[src/rtl/tli_pkg.sv]
package tli_pkg;

   localparam int MAX_POINTS_DEF = 64;
   localparam int WAVE_W         = 16;
   localparam int TRANS_W        = 17;
   localparam int NUM_W          = 32;
   localparam int DIV_STEPS      = 17;
   localparam int BUILTIN_COUNT  = 11;
   localparam int REQ_TDATA_W    = 40;
   localparam int REQ_TUSER_W    = 2;
   localparam int RSP_TDATA_W    = 24;

   localparam logic [TRANS_W-1:0] ONE_Q16 = 17'd65536;

   typedef struct packed {
      logic [WAVE_W-1:0]  wave;
      logic [TRANS_W-1:0] trans;
   } point_type;

   typedef enum logic [1:0] {
      RD_ZERO = 2'd0,
      RD_LAST = 2'd1,
      RD_NEXT = 2'd2
   } rd_sel_type;

   typedef enum logic [2:0] {
      RES_ONE  = 3'd0,
      RES_READ = 3'd1,
      RES_LAST = 3'd2,
      RES_LEFT = 3'd3,
      RES_LERP = 3'd4
   } res_sel_type;

   typedef struct packed {
      logic        load;
      logic        query_start;
      logic        rd_en;
      rd_sel_type  rd_sel;
      logic        prev_load;
      logic        last_load;
      logic        idx_inc;
      logic        mul_load;
      logic        div_start;
      logic        res_load;
      res_sel_type res_sel;
      logic        out_load;
   } cmd_type;

   typedef struct packed {
      logic count_zero;
      logic w_le_rd;
      logic w_ge_rd;
      logic hit;
      logic zero_width;
      logic idx_last;
      logic div_done;
      logic out_free;
   } stat_type;

   // Power-up breakpoints: 160 to 600 nm in Q10.6 with Q1.16 transmission.
   function automatic point_type builtin_point(input int unsigned idx);
      point_type p;
      p = '0;
      case (idx)
         0: begin
            p.wave = 16'd10240; p.trans = 17'd7;
         end
         1: begin
            p.wave = 16'd10880; p.trans = 17'd66;
         end
         2: begin
            p.wave = 16'd11200; p.trans = 17'd655;
         end
         3: begin
            p.wave = 16'd11392; p.trans = 17'd29491;
         end
         4: begin
            p.wave = 16'd12160; p.trans = 17'd57672;
         end
         5: begin
            p.wave = 16'd12800; p.trans = 17'd58327;
         end
         6: begin
            p.wave = 16'd16000; p.trans = 17'd58982;
         end
         7: begin
            p.wave = 16'd19200; p.trans = 17'd59638;
         end
         8: begin
            p.wave = 16'd25600; p.trans = 17'd60948;
         end
         9: begin
            p.wave = 16'd32000; p.trans = 17'd61604;
         end
         10: begin
            p.wave = 16'd38400; p.trans = 17'd62259;
         end
         default: begin
            p = '0;
         end
      endcase
      return p;
   endfunction

endpackage

[src/rtl/tli_div.sv]
module tli_div (
   input  logic                       clock,
   input  logic                       reset,
   input  logic                       start,
   input  logic [tli_pkg::NUM_W-1:0]  num,
   input  logic [tli_pkg::WAVE_W-1:0] den,
   output logic                       done,
   output logic [tli_pkg::TRANS_W-1:0] quot
);
   import tli_pkg::*;

   localparam int CNT_W = $clog2(DIV_STEPS + 1);

   logic               busy_ff;
   logic               done_ff;
   logic [CNT_W-1:0]   cnt_ff;
   logic [WAVE_W-1:0]  rem_ff, rem_in;
   logic [TRANS_W-1:0] quo_ff;
   logic [WAVE_W-1:0]  den_ff;
   logic [WAVE_W:0]    trial;
   logic [WAVE_W:0]    diff;
   logic               ge;

   // Restoring division, one quotient bit per cycle. The caller guarantees
   // that the upper dividend bits are below the divisor.
   always_comb begin
      trial  = {rem_ff, quo_ff[TRANS_W-1]};
      diff   = trial - {1'b0, den_ff};
      ge     = (trial >= {1'b0, den_ff});
      rem_in = ge ? diff[WAVE_W-1:0] : trial[WAVE_W-1:0];
   end

   always_ff @(posedge clock) begin
      if (reset) begin
         busy_ff <= 1'b0;
         done_ff <= 1'b0;
         cnt_ff  <= '0;
      end else begin
         done_ff <= busy_ff && (cnt_ff == CNT_W'(1));
         if (start) begin
            busy_ff <= 1'b1;
            cnt_ff  <= CNT_W'(DIV_STEPS);
         end else if (busy_ff) begin
            cnt_ff <= cnt_ff - CNT_W'(1);
            if (cnt_ff == CNT_W'(1)) begin
               busy_ff <= 1'b0;
            end
         end
      end
   end

   always_ff @(posedge clock) begin
      if (start) begin
         rem_ff <= WAVE_W'(num[NUM_W-1:TRANS_W]);
         quo_ff <= num[TRANS_W-1:0];
         den_ff <= den;
      end else if (busy_ff) begin
         rem_ff <= rem_in;
         quo_ff <= {quo_ff[TRANS_W-2:0], ge};
      end
   end

   assign done = done_ff;
   assign quot = quo_ff;

endmodule

[src/rtl/tli_dp.sv]
module tli_dp #(
   parameter int MAX_POINTS = tli_pkg::MAX_POINTS_DEF
) (
   input  logic                        clock,
   input  logic                        reset,
   input  tli_pkg::cmd_type            cmd,
   input  logic [tli_pkg::WAVE_W-1:0]  wavelength,
   input  logic [tli_pkg::TRANS_W-1:0] point_transmission,
   input  logic                        first_point,
   input  logic                        rsp_tready,
   output tli_pkg::stat_type           stat,
   output logic                        rsp_valid,
   output logic [tli_pkg::TRANS_W-1:0] rsp_transmission
);
   import tli_pkg::*;

   localparam int IDX_W       = $clog2(MAX_POINTS);
   localparam int CNT_W       = $clog2(MAX_POINTS + 1);
   localparam int RESET_COUNT = (BUILTIN_COUNT < MAX_POINTS) ? BUILTIN_COUNT : MAX_POINTS;

   point_type mem [MAX_POINTS];

   logic [CNT_W-1:0]   count_ff, count_in;
   logic [CNT_W-1:0]   windex_ff, windex_in;
   logic               builtin_ff, builtin_in;
   logic               out_valid_ff, out_valid_in;
   logic [TRANS_W-1:0] out_data_ff;
   logic [WAVE_W-1:0]  w_ff;
   logic [IDX_W-1:0]   idx_ff;
   point_type          prev_ff;
   logic [TRANS_W-1:0] last_t_ff;
   logic [NUM_W-1:0]   num_ff, num_in;
   logic [TRANS_W-1:0] res_ff, res_in;
   point_type          mem_rd_ff;
   point_type          bi_rd_ff;
   logic               rd_bi_ff;

   logic [CNT_W-1:0]   widx;
   logic               load_ok;
   point_type          wr_point;
   logic [CNT_W-1:0]   cnt_m1;
   logic [IDX_W-1:0]   raddr;
   point_type          rd;
   logic               up;
   logic [WAVE_W-1:0]  dw;
   logic [WAVE_W-1:0]  den;
   logic [TRANS_W-1:0] mag;
   logic [WAVE_W+TRANS_W-1:0] prod;
   logic               div_done;
   logic [TRANS_W-1:0] quot;

   // Table loading. A restart writes at entry zero; a full table ignores
   // appends. Transmission is saturated at one.
   always_comb begin
      widx    = first_point ? '0 : windex_ff;
      load_ok = cmd.load && (first_point || (windex_ff < CNT_W'(MAX_POINTS)));
      wr_point.wave  = wavelength;
      wr_point.trans = (point_transmission > ONE_Q16) ? ONE_Q16 : point_transmission;
      count_in   = count_ff;
      windex_in  = windex_ff;
      builtin_in = builtin_ff;
      if (load_ok) begin
         windex_in  = widx + CNT_W'(1);
         count_in   = widx + CNT_W'(1);
         builtin_in = 1'b0;
      end
   end

   always_comb begin
      cnt_m1 = count_ff - CNT_W'(1);
      case (cmd.rd_sel)
         RD_ZERO: begin
            raddr = '0;
         end
         RD_LAST: begin
            raddr = cnt_m1[IDX_W-1:0];
         end
         RD_NEXT: begin
            raddr = idx_ff + IDX_W'(1);
         end
         default: begin
            raddr = '0;
         end
      endcase
   end

   always_ff @(posedge clock) begin
      if (load_ok) begin
         mem[widx[IDX_W-1:0]] <= wr_point;
      end
      if (cmd.rd_en) begin
         mem_rd_ff <= mem[raddr];
      end
   end

   // Until the first load, reads come from the power-up breakpoint list.
   always_ff @(posedge clock) begin
      if (cmd.rd_en) begin
         bi_rd_ff <= builtin_point(32'(raddr));
         rd_bi_ff <= builtin_ff;
      end
   end

   assign rd = rd_bi_ff ? bi_rd_ff : mem_rd_ff;

   // Interpolation terms from the enclosing interval held in prev_ff and rd.
   always_comb begin
      up     = (rd.trans >= prev_ff.trans);
      dw     = w_ff - prev_ff.wave;
      den    = rd.wave - prev_ff.wave;
      mag    = up ? (rd.trans - prev_ff.trans) : (prev_ff.trans - rd.trans);
      prod   = {{TRANS_W{1'b0}}, dw} * {{WAVE_W{1'b0}}, mag};
      num_in = prod[NUM_W-1:0] + NUM_W'(den[WAVE_W-1:1]);
   end

   always_comb begin
      case (cmd.res_sel)
         RES_ONE: begin
            res_in = ONE_Q16;
         end
         RES_READ: begin
            res_in = rd.trans;
         end
         RES_LAST: begin
            res_in = last_t_ff;
         end
         RES_LEFT: begin
            res_in = prev_ff.trans;
         end
         RES_LERP: begin
            res_in = up ? (prev_ff.trans + quot) : (prev_ff.trans - quot);
         end
         default: begin
            res_in = ONE_Q16;
         end
      endcase
      out_valid_in = out_valid_ff;
      if (cmd.out_load) begin
         out_valid_in = 1'b1;
      end else if (rsp_tready) begin
         out_valid_in = 1'b0;
      end
   end

   always_ff @(posedge clock) begin
      if (reset) begin
         count_ff     <= CNT_W'(RESET_COUNT);
         windex_ff    <= '0;
         builtin_ff   <= 1'b1;
         out_valid_ff <= 1'b0;
      end else begin
         count_ff     <= count_in;
         windex_ff    <= windex_in;
         builtin_ff   <= builtin_in;
         out_valid_ff <= out_valid_in;
      end
   end

   always_ff @(posedge clock) begin
      if (cmd.query_start) begin
         w_ff   <= wavelength;
         idx_ff <= '0;
      end else if (cmd.idx_inc) begin
         idx_ff <= idx_ff + IDX_W'(1);
      end
      if (cmd.prev_load) begin
         prev_ff <= rd;
      end
      if (cmd.last_load) begin
         last_t_ff <= rd.trans;
      end
      if (cmd.mul_load) begin
         num_ff <= num_in;
      end
      if (cmd.res_load) begin
         res_ff <= res_in;
      end
      if (cmd.out_load) begin
         out_data_ff <= res_ff;
      end
   end

   tli_div u_div (
      .clock (clock),
      .reset (reset),
      .start (cmd.div_start),
      .num   (num_ff),
      .den   (den),
      .done  (div_done),
      .quot  (quot)
   );

   always_comb begin
      stat.count_zero = (count_ff == '0);
      stat.w_le_rd    = (w_ff <= rd.wave);
      stat.w_ge_rd    = (w_ff >= rd.wave);
      stat.hit        = (w_ff >= prev_ff.wave) && (w_ff <= rd.wave);
      stat.zero_width = (rd.wave <= prev_ff.wave);
      stat.idx_last   = ({{(CNT_W-IDX_W){1'b0}}, idx_ff} == cnt_m1);
      stat.div_done   = div_done;
      stat.out_free   = !out_valid_ff || rsp_tready;
   end

   assign rsp_valid        = out_valid_ff;
   assign rsp_transmission = out_data_ff;

endmodule

[src/rtl/tli_ctrl.sv]
module tli_ctrl (
   input  logic              clock,
   input  logic              reset,
   input  logic              req_tvalid,
   input  logic              req_func,
   input  tli_pkg::stat_type stat,
   output logic              req_tready,
   output tli_pkg::cmd_type  cmd
);
   import tli_pkg::*;

   typedef enum logic [7:0] {
      ST_IDLE      = 8'b0000_0001,
      ST_CHK_FIRST = 8'b0000_0010,
      ST_CHK_LAST  = 8'b0000_0100,
      ST_SCAN      = 8'b0000_1000,
      ST_MUL       = 8'b0001_0000,
      ST_DIV_START = 8'b0010_0000,
      ST_DIV_WAIT  = 8'b0100_0000,
      ST_DONE      = 8'b1000_0000
   } state_type;

   state_type state_ff, state_in;

   always_comb begin
      cmd         = '0;
      cmd.rd_sel  = RD_ZERO;
      cmd.res_sel = RES_ONE;
      state_in    = state_ff;
      req_tready  = (state_ff == ST_IDLE);
      case (state_ff)
         ST_IDLE: begin
            if (req_tvalid) begin
               if (req_func) begin
                  cmd.load = 1'b1;
               end else begin
                  cmd.query_start = 1'b1;
                  if (stat.count_zero) begin
                     cmd.res_load = 1'b1;
                     cmd.res_sel  = RES_ONE;
                     state_in     = ST_DONE;
                  end else begin
                     cmd.rd_en  = 1'b1;
                     cmd.rd_sel = RD_ZERO;
                     state_in   = ST_CHK_FIRST;
                  end
               end
            end
         end
         ST_CHK_FIRST: begin
            cmd.prev_load = 1'b1;
            if (stat.w_le_rd) begin
               cmd.res_load = 1'b1;
               cmd.res_sel  = RES_READ;
               state_in     = ST_DONE;
            end else begin
               cmd.rd_en  = 1'b1;
               cmd.rd_sel = RD_LAST;
               state_in   = ST_CHK_LAST;
            end
         end
         ST_CHK_LAST: begin
            if (stat.w_ge_rd) begin
               cmd.res_load = 1'b1;
               cmd.res_sel  = RES_READ;
               state_in     = ST_DONE;
            end else begin
               cmd.last_load = 1'b1;
               cmd.rd_en     = 1'b1;
               cmd.rd_sel    = RD_NEXT;
               cmd.idx_inc   = 1'b1;
               state_in      = ST_SCAN;
            end
         end
         ST_SCAN: begin
            if (stat.hit) begin
               state_in = ST_MUL;
            end else if (stat.idx_last) begin
               cmd.res_load = 1'b1;
               cmd.res_sel  = RES_LAST;
               state_in     = ST_DONE;
            end else begin
               cmd.prev_load = 1'b1;
               cmd.rd_en     = 1'b1;
               cmd.rd_sel    = RD_NEXT;
               cmd.idx_inc   = 1'b1;
            end
         end
         ST_MUL: begin
            if (stat.zero_width) begin
               cmd.res_load = 1'b1;
               cmd.res_sel  = RES_LEFT;
               state_in     = ST_DONE;
            end else begin
               cmd.mul_load = 1'b1;
               state_in     = ST_DIV_START;
            end
         end
         ST_DIV_START: begin
            cmd.div_start = 1'b1;
            state_in      = ST_DIV_WAIT;
         end
         ST_DIV_WAIT: begin
            if (stat.div_done) begin
               cmd.res_load = 1'b1;
               cmd.res_sel  = RES_LERP;
               state_in     = ST_DONE;
            end
         end
         ST_DONE: begin
            if (stat.out_free) begin
               cmd.out_load = 1'b1;
               state_in     = ST_IDLE;
            end
         end
         default: begin
            state_in = ST_IDLE;
         end
      endcase
   end

   always_ff @(posedge clock) begin
      if (reset) begin
         state_ff <= ST_IDLE;
      end else begin
         state_ff <= state_in;
      end
   end

endmodule

[src/rtl/table_linear_interpolator.sv]
// Piecewise linear lookup of transmission versus wavelength. The block keeps
// up to MAX_POINTS breakpoints (wavelength in unsigned Q10.6 nm, transmission
// in Q1.16) in ascending wavelength order; after reset it holds eleven
// built-in points from 160 to 600 nm. A load transaction (tuser bit 0 high)
// writes one point; tuser bit 1 restarts the table at entry zero, appends past
// MAX_POINTS are dropped, and transmissions above 1.0 are saturated. A query
// transaction (tuser bit 0 low) returns one result: the end value when the
// wavelength lies at or beyond either end of the table, 1.0 for an empty
// table, otherwise the linear interpolation within the first enclosing
// interval, rounded to nearest. The search walks the table one entry per
// cycle through a single memory read port, and the interpolation then runs a
// 17-step restoring divider that holds the controller until it finishes. A
// zero-width interval skips the division. A result that is not taken holds
// the next query's result in the controller until the output register frees.
// Queries are handled one at a time; the result sits in an output register,
// so the next transaction can be accepted while it waits to be taken. There
// is no clearing pass after reset.
module table_linear_interpolator #(
   parameter int MAX_POINTS = tli_pkg::MAX_POINTS_DEF
) (
   input  logic                            clock,
   input  logic                            reset,
   input  logic                            req_tvalid,
   output logic                            req_tready,
   // [15:0] wavelength, [32:16] point_transmission, [39:33] zero.
   input  logic [tli_pkg::REQ_TDATA_W-1:0] req_tdata,
   // [0] func, [1] first_point.
   input  logic [tli_pkg::REQ_TUSER_W-1:0] req_tuser,
   output logic                            rsp_tvalid,
   input  logic                            rsp_tready,
   // [16:0] transmission, [23:17] zero.
   output logic [tli_pkg::RSP_TDATA_W-1:0] rsp_tdata
);
   import tli_pkg::*;

   cmd_type            cmd;
   stat_type           stat;
   logic [TRANS_W-1:0] rsp_transmission;

   // The controller sequences every query; the datapath owns the table,
   // the search registers, the multiplier and the divider.
   tli_ctrl u_ctrl (
      .clock      (clock),
      .reset      (reset),
      .req_tvalid (req_tvalid),
      .req_func   (req_tuser[0]),
      .stat       (stat),
      .req_tready (req_tready),
      .cmd        (cmd)
   );

   tli_dp #(
      .MAX_POINTS (MAX_POINTS)
   ) u_dp (
      .clock              (clock),
      .reset              (reset),
      .cmd                (cmd),
      .wavelength         (req_tdata[WAVE_W-1:0]),
      .point_transmission (req_tdata[WAVE_W+TRANS_W-1:WAVE_W]),
      .first_point        (req_tuser[1]),
      .rsp_tready         (rsp_tready),
      .stat               (stat),
      .rsp_valid          (rsp_tvalid),
      .rsp_transmission   (rsp_transmission)
   );

   assign rsp_tdata = RSP_TDATA_W'(rsp_transmission);

   // A query always moves the controller out of its idle state, so the input side must close
   // right after one is accepted.
   assert property (@(posedge clock) disable iff (reset)
      (req_tvalid && req_tready && !req_tuser[0]) |=> !req_tready)
      else $error("input accepted again right after a query");

   // Every result is a transmission of at most 1.0.
   assert property (@(posedge clock) disable iff (reset)
      rsp_tvalid |-> (rsp_tdata[TRANS_W-1:0] <= ONE_Q16))
      else $error("result transmission above 1.0");

   // The divider never reports completion in the cycle after it was started.
   assert property (@(posedge clock) disable iff (reset)
      cmd.div_start |=> !stat.div_done)
      else $error("divider finished too early");

endmodule

[config.mk]
export PLATFORM = sky130hd
export DESIGN_NAME = table_linear_interpolator
export DESIGN_NICKNAME = d
export VERILOG_FILES = /design/src/rtl/tli_pkg.sv /design/src/rtl/tli_div.sv /design/src/rtl/tli_dp.sv /design/src/rtl/tli_ctrl.sv /design/src/rtl/table_linear_interpolator.sv
export SDC_FILE = /design/constraint.sdc
export NUM_CORES = 2
export LEC_CHECK = 0
export BUFFER_PORTS_ARGS = -buffer_cell sky130_fd_sc_hd__buf_2
export CAP_MARGIN = 20
export CELL_PAD_IN_SITES_DETAIL_PLACEMENT = 0
export CELL_PAD_IN_SITES_GLOBAL_PLACEMENT = 2
export CORE_MARGIN = 2
export CORE_UTILIZATION = 37
export CTS_CLUSTER_SIZE = 14
export DETAILED_ROUTE_END_ITERATION = 8
export PLACE_DENSITY = 0.7
export SLEW_MARGIN = 20
export SYNTH_ARGS = -nofsm -noshare
export SYNTH_HDL_FRONTEND = slang
export SYNTH_SLANG_ARGS = --single-unit
[constraint.sdc]
create_clock -name clock -period 20.8 [get_ports clock]
set_input_delay 1.04 -clock clock [delete_from_list [all_inputs] [get_ports clock]]
set_output_delay 1.04 -clock clock [all_outputs]
set_load 0.05 [all_outputs]
==> flow_metrics.tcl <==
set metrics [dict create \
    numClockSinks 2385 \
    hold_depth 0 \
    synth.most_common_cell "edfxtp_1" \
    dieWidth_um 541 \
    cts_buffers 270 \
    ys_ff_latch 2385 \
    fin_crit_ps 11030 \
    via_per_inst 5.59 \
    vias 67277 \
    post-route-drc-count 0 \
    worstMarginPinSlew_ps 1220 \
    cp_common_cell "fa_1" \
    first_pass_iters 8 \
    finClkSkew_ps 66.3 \
    critPathLaunchType "flop" \
    die_h_um 541 \
    cts-root-buf "clkbuf_16" \
    fmax_ghz 0.0907 \
    hold_class "reg2reg" \
    r2r_slack_ps 9770 \
    grt_use_total 0.217 \
    design_area_sq_mm 0.120 \
    min_to "u_dp.rsp_transmission[4]$_DFFE_PP_" \
    coreArea_sq_mm 0.287 \
    r2r_cells 31 \
    status "finished, final reports clean" \
    synth_edf_count 2351 \
    finalWirelength_um 325000 \
    holdBufCountCts 0 \
    cp_max_fo 34 \
    crit_path_max_incr_delay_ps 760 \
    path_clk_slew_ps 50 \
    synth_top_area_cell "edfxtp_1" \
    yosys-top-cells-count "edfxtp_1 (2351), nand2_1 (1235), a21oi_1 (641)" \
    critPathKind "reg2reg" \
    cts_tree "done" \
    final_util 0.419 \
    io_buffers 57 \
    async_flop_share 0 \
    required_ps 21370 \
    rows 197 \
    antenna_found_initial 11 \
    initial_core_util 0.371 \
    cts_buffer_depth 4 \
    layout.nets 8558 \
    cts-resized-gates 0 \
    grt-ovfl-total 0 \
    layout-drive-gt1-share 0.0994 \
    r2r_start "u_dp.rd_bi_ff$_DFFE_PP_" \
    maxCapViolCount 0 \
    num-fill-cells 26312 \
    synth_top_flop_cell "edfxtp_1" \
    slew_violations 0 \
    clk_latency_ps 870 \
    hold_slack_ps 416 \
    r2r-end "u_dp.num_ff[30]$_DFFE_PP_" \
    grt_max_degree 145 \
    cts_setup_buffers 0 \
    htree_levels 5 \
    fin_crit_sh 0.530 \
    syn_area_sq_mm 0.107 \
    synth_cells 8010 \
    power_density_mw_per_mm2 165 \
    place_congestion 0.828 \
    dieArea_sq_mm 0.292 \
    slowest_stage "and2_1" \
    syn_area_per_cell_sq_um 13.3 \
    grt_pass1_wl_um 463000 \
    yosysWarnings 0 \
    setup_violations 0 \
    max_slew_margin 0.183 \
    rsz0062_at_grt "no" \
    ant_nets 0 \
    synth_top_area_frac 0.662 \
    p_leak_nw 41.1 \
    drtIter0Drc 7033 \
    tns_ps 0 \
    hold_viol_final 0 \
    worstHoldStart "u_dp.res_ff[4]$_DFFE_PP_" \
    yosysSeqAreaShare 0.669 \
    grt_pass1_vias 65850 \
    cp.arrival_ps 11590 \
    ys_types 101 \
    syn2layout_area_growth_pct 12.9 \
    synth_area_leaders "edfxtp_1 (66%), nand2_1 (4.3%), fa_1 (4.3%), a221oi_1 (4.0%), a21oi_1 (3.0%)" \
    ir_drop_mv 0.704 \
    cp-end-kind "flop" \
    place_area_sq_mm 0.112 \
    place_hpwl_um 180000 \
    ioPinCount 72 \
    post_drt_wl_per_cell_um 27.0 \
]
power breakdown:
part	total, mW	leakage (nW)	internal, mW	switching, mW
Sequential	5.84	20.6	5.83	0.0134
Combinational	9.36	16.4	3.96	5.41
Clock	4.61	4.11	2.70	1.91
cell usage in the layout, fill, tap and decap left out, drive strengths merged, types with 100 or more instances in the layout:
cell type,netlist,routed
edfxtp,2351,2351
nand2,1237,1237
a21oi,642,642
nor2,532,532
a221oi,529,529
inv,439,448
clkbuf,334,335
buf,157,255
ha,232,232
fa,228,228
o21ai,146,146
nor4,143,143
nor3,130,130
mux2i,103,103
clkinv,1,100
state kept, by name, summed over array words and instances, names as in the netlist, 16 cells and up:
name,flops
u_dp.num_ff,32
u_dp.mem,2112
u_dp.res_ff,17
u_dp.u_div.quot,17
u_dp.last_t_ff,17
u_dp.prev_ff,33
u_dp.rsp_transmission,17
u_dp.u_div.rem_ff,16
u_dp.mem_rd_ff,33
u_dp.u_div.den_ff,16
u_dp.w_ff,16
u_dp.bi_rd_ff,25
cell families (layout without fill, tap and decap cells):
| family | count (synthesis) | count (layout) | share of synthesized area |
|---|---|---|---|
| compound gates | 1607 | 1607 | 0.105 |
| xor+xnor | 151 | 151 | 0.0130 |
| fa+ha+maj | 460 | 460 | 0.0701 |
| buf+inv | 931 | 1164 | 0.0350 |
| flops | 2385 | 2385 | 0.669 |
| mux | 116 | 116 | 0.0111 |
| other cells | 1 | 12 | 0.0000352 |
| simple gates | 2359 | 2359 | 0.0968 |
worst max-delay path: cells and delay by family, from the launching register on:
kind            cells  cell delay, ps
xor+xnor            1             660
fa+ha+maj           8            3660
mux                 1             720
compound gates     13            3500
buf+inv             5             770
simple gates        3            1120
flops               1             310
per-stage QoR:
stage | setup WS, ps | power [mW] | instances
2_1_floorplan | 11760 | 13.1 | 8016
3_3_place_gp | 9640 | 15.3 | 11558
3_5_place_dp | 9690 | 15.3 | 11559
4_1_cts | 9680 | 20.0 | 12028
5_1_grt | 8910 | 21.5 | 12031
6_report | 9770 | 19.8 | 12035
worst max-delay path by stage:
stage	start	to	slack, ps	depth (start not counted)
finish	u_dp.rd_bi_ff$_DFFE_PP_	u_dp.num_ff[30]$_DFFE_PP_	9770	31
global route	u_dp.rd_bi_ff$_DFFE_PP_	u_dp.num_ff[30]$_DFFE_PP_	8910	31
CTS	u_dp.rd_bi_ff$_DFFE_PP_	u_dp.num_ff[30]$_DFFE_PP_	9680	32
detailed placement	u_dp.rd_bi_ff$_DFFE_PP_	u_dp.num_ff[30]$_DFFE_PP_	9690	32
global placement	u_dp.rd_bi_ff$_DFFE_PP_	u_dp.num_ff[30]$_DFFE_PP_	9640	32
floorplan	u_dp.rd_bi_ff$_DFFE_PP_	u_dp.num_ff[30]$_DFFE_PP_	11760	36
metal layers:
metal | track usage | wire length (um) | up-vias
met2 | 0.351 | 151000 | 2377
met5 | 0.000986 | 46 | -
met4 | 0.0669 | 10300 | 8
met3 | 0.0412 | 24300 | 488
met1 | 0.295 | 139000 | 34446
li1 | - | - | 29958
final cells by class:
cell class                      instances  area, sq um  area share
Antenna cell                            5         12.5    0.000104
Sequential cell                      2385        71300       0.592
Inverter                              440         1660      0.0138
Tap cell                             3781         4730      0.0393
Timing Repair Buffer                  255         1920      0.0160
Clock inverter                        134         1250      0.0104
Clock buffer                          335         7170      0.0596
Multi-Input combinational cell       4700        32300       0.269
No activity file was read; power rests on OpenSTA's default activity.
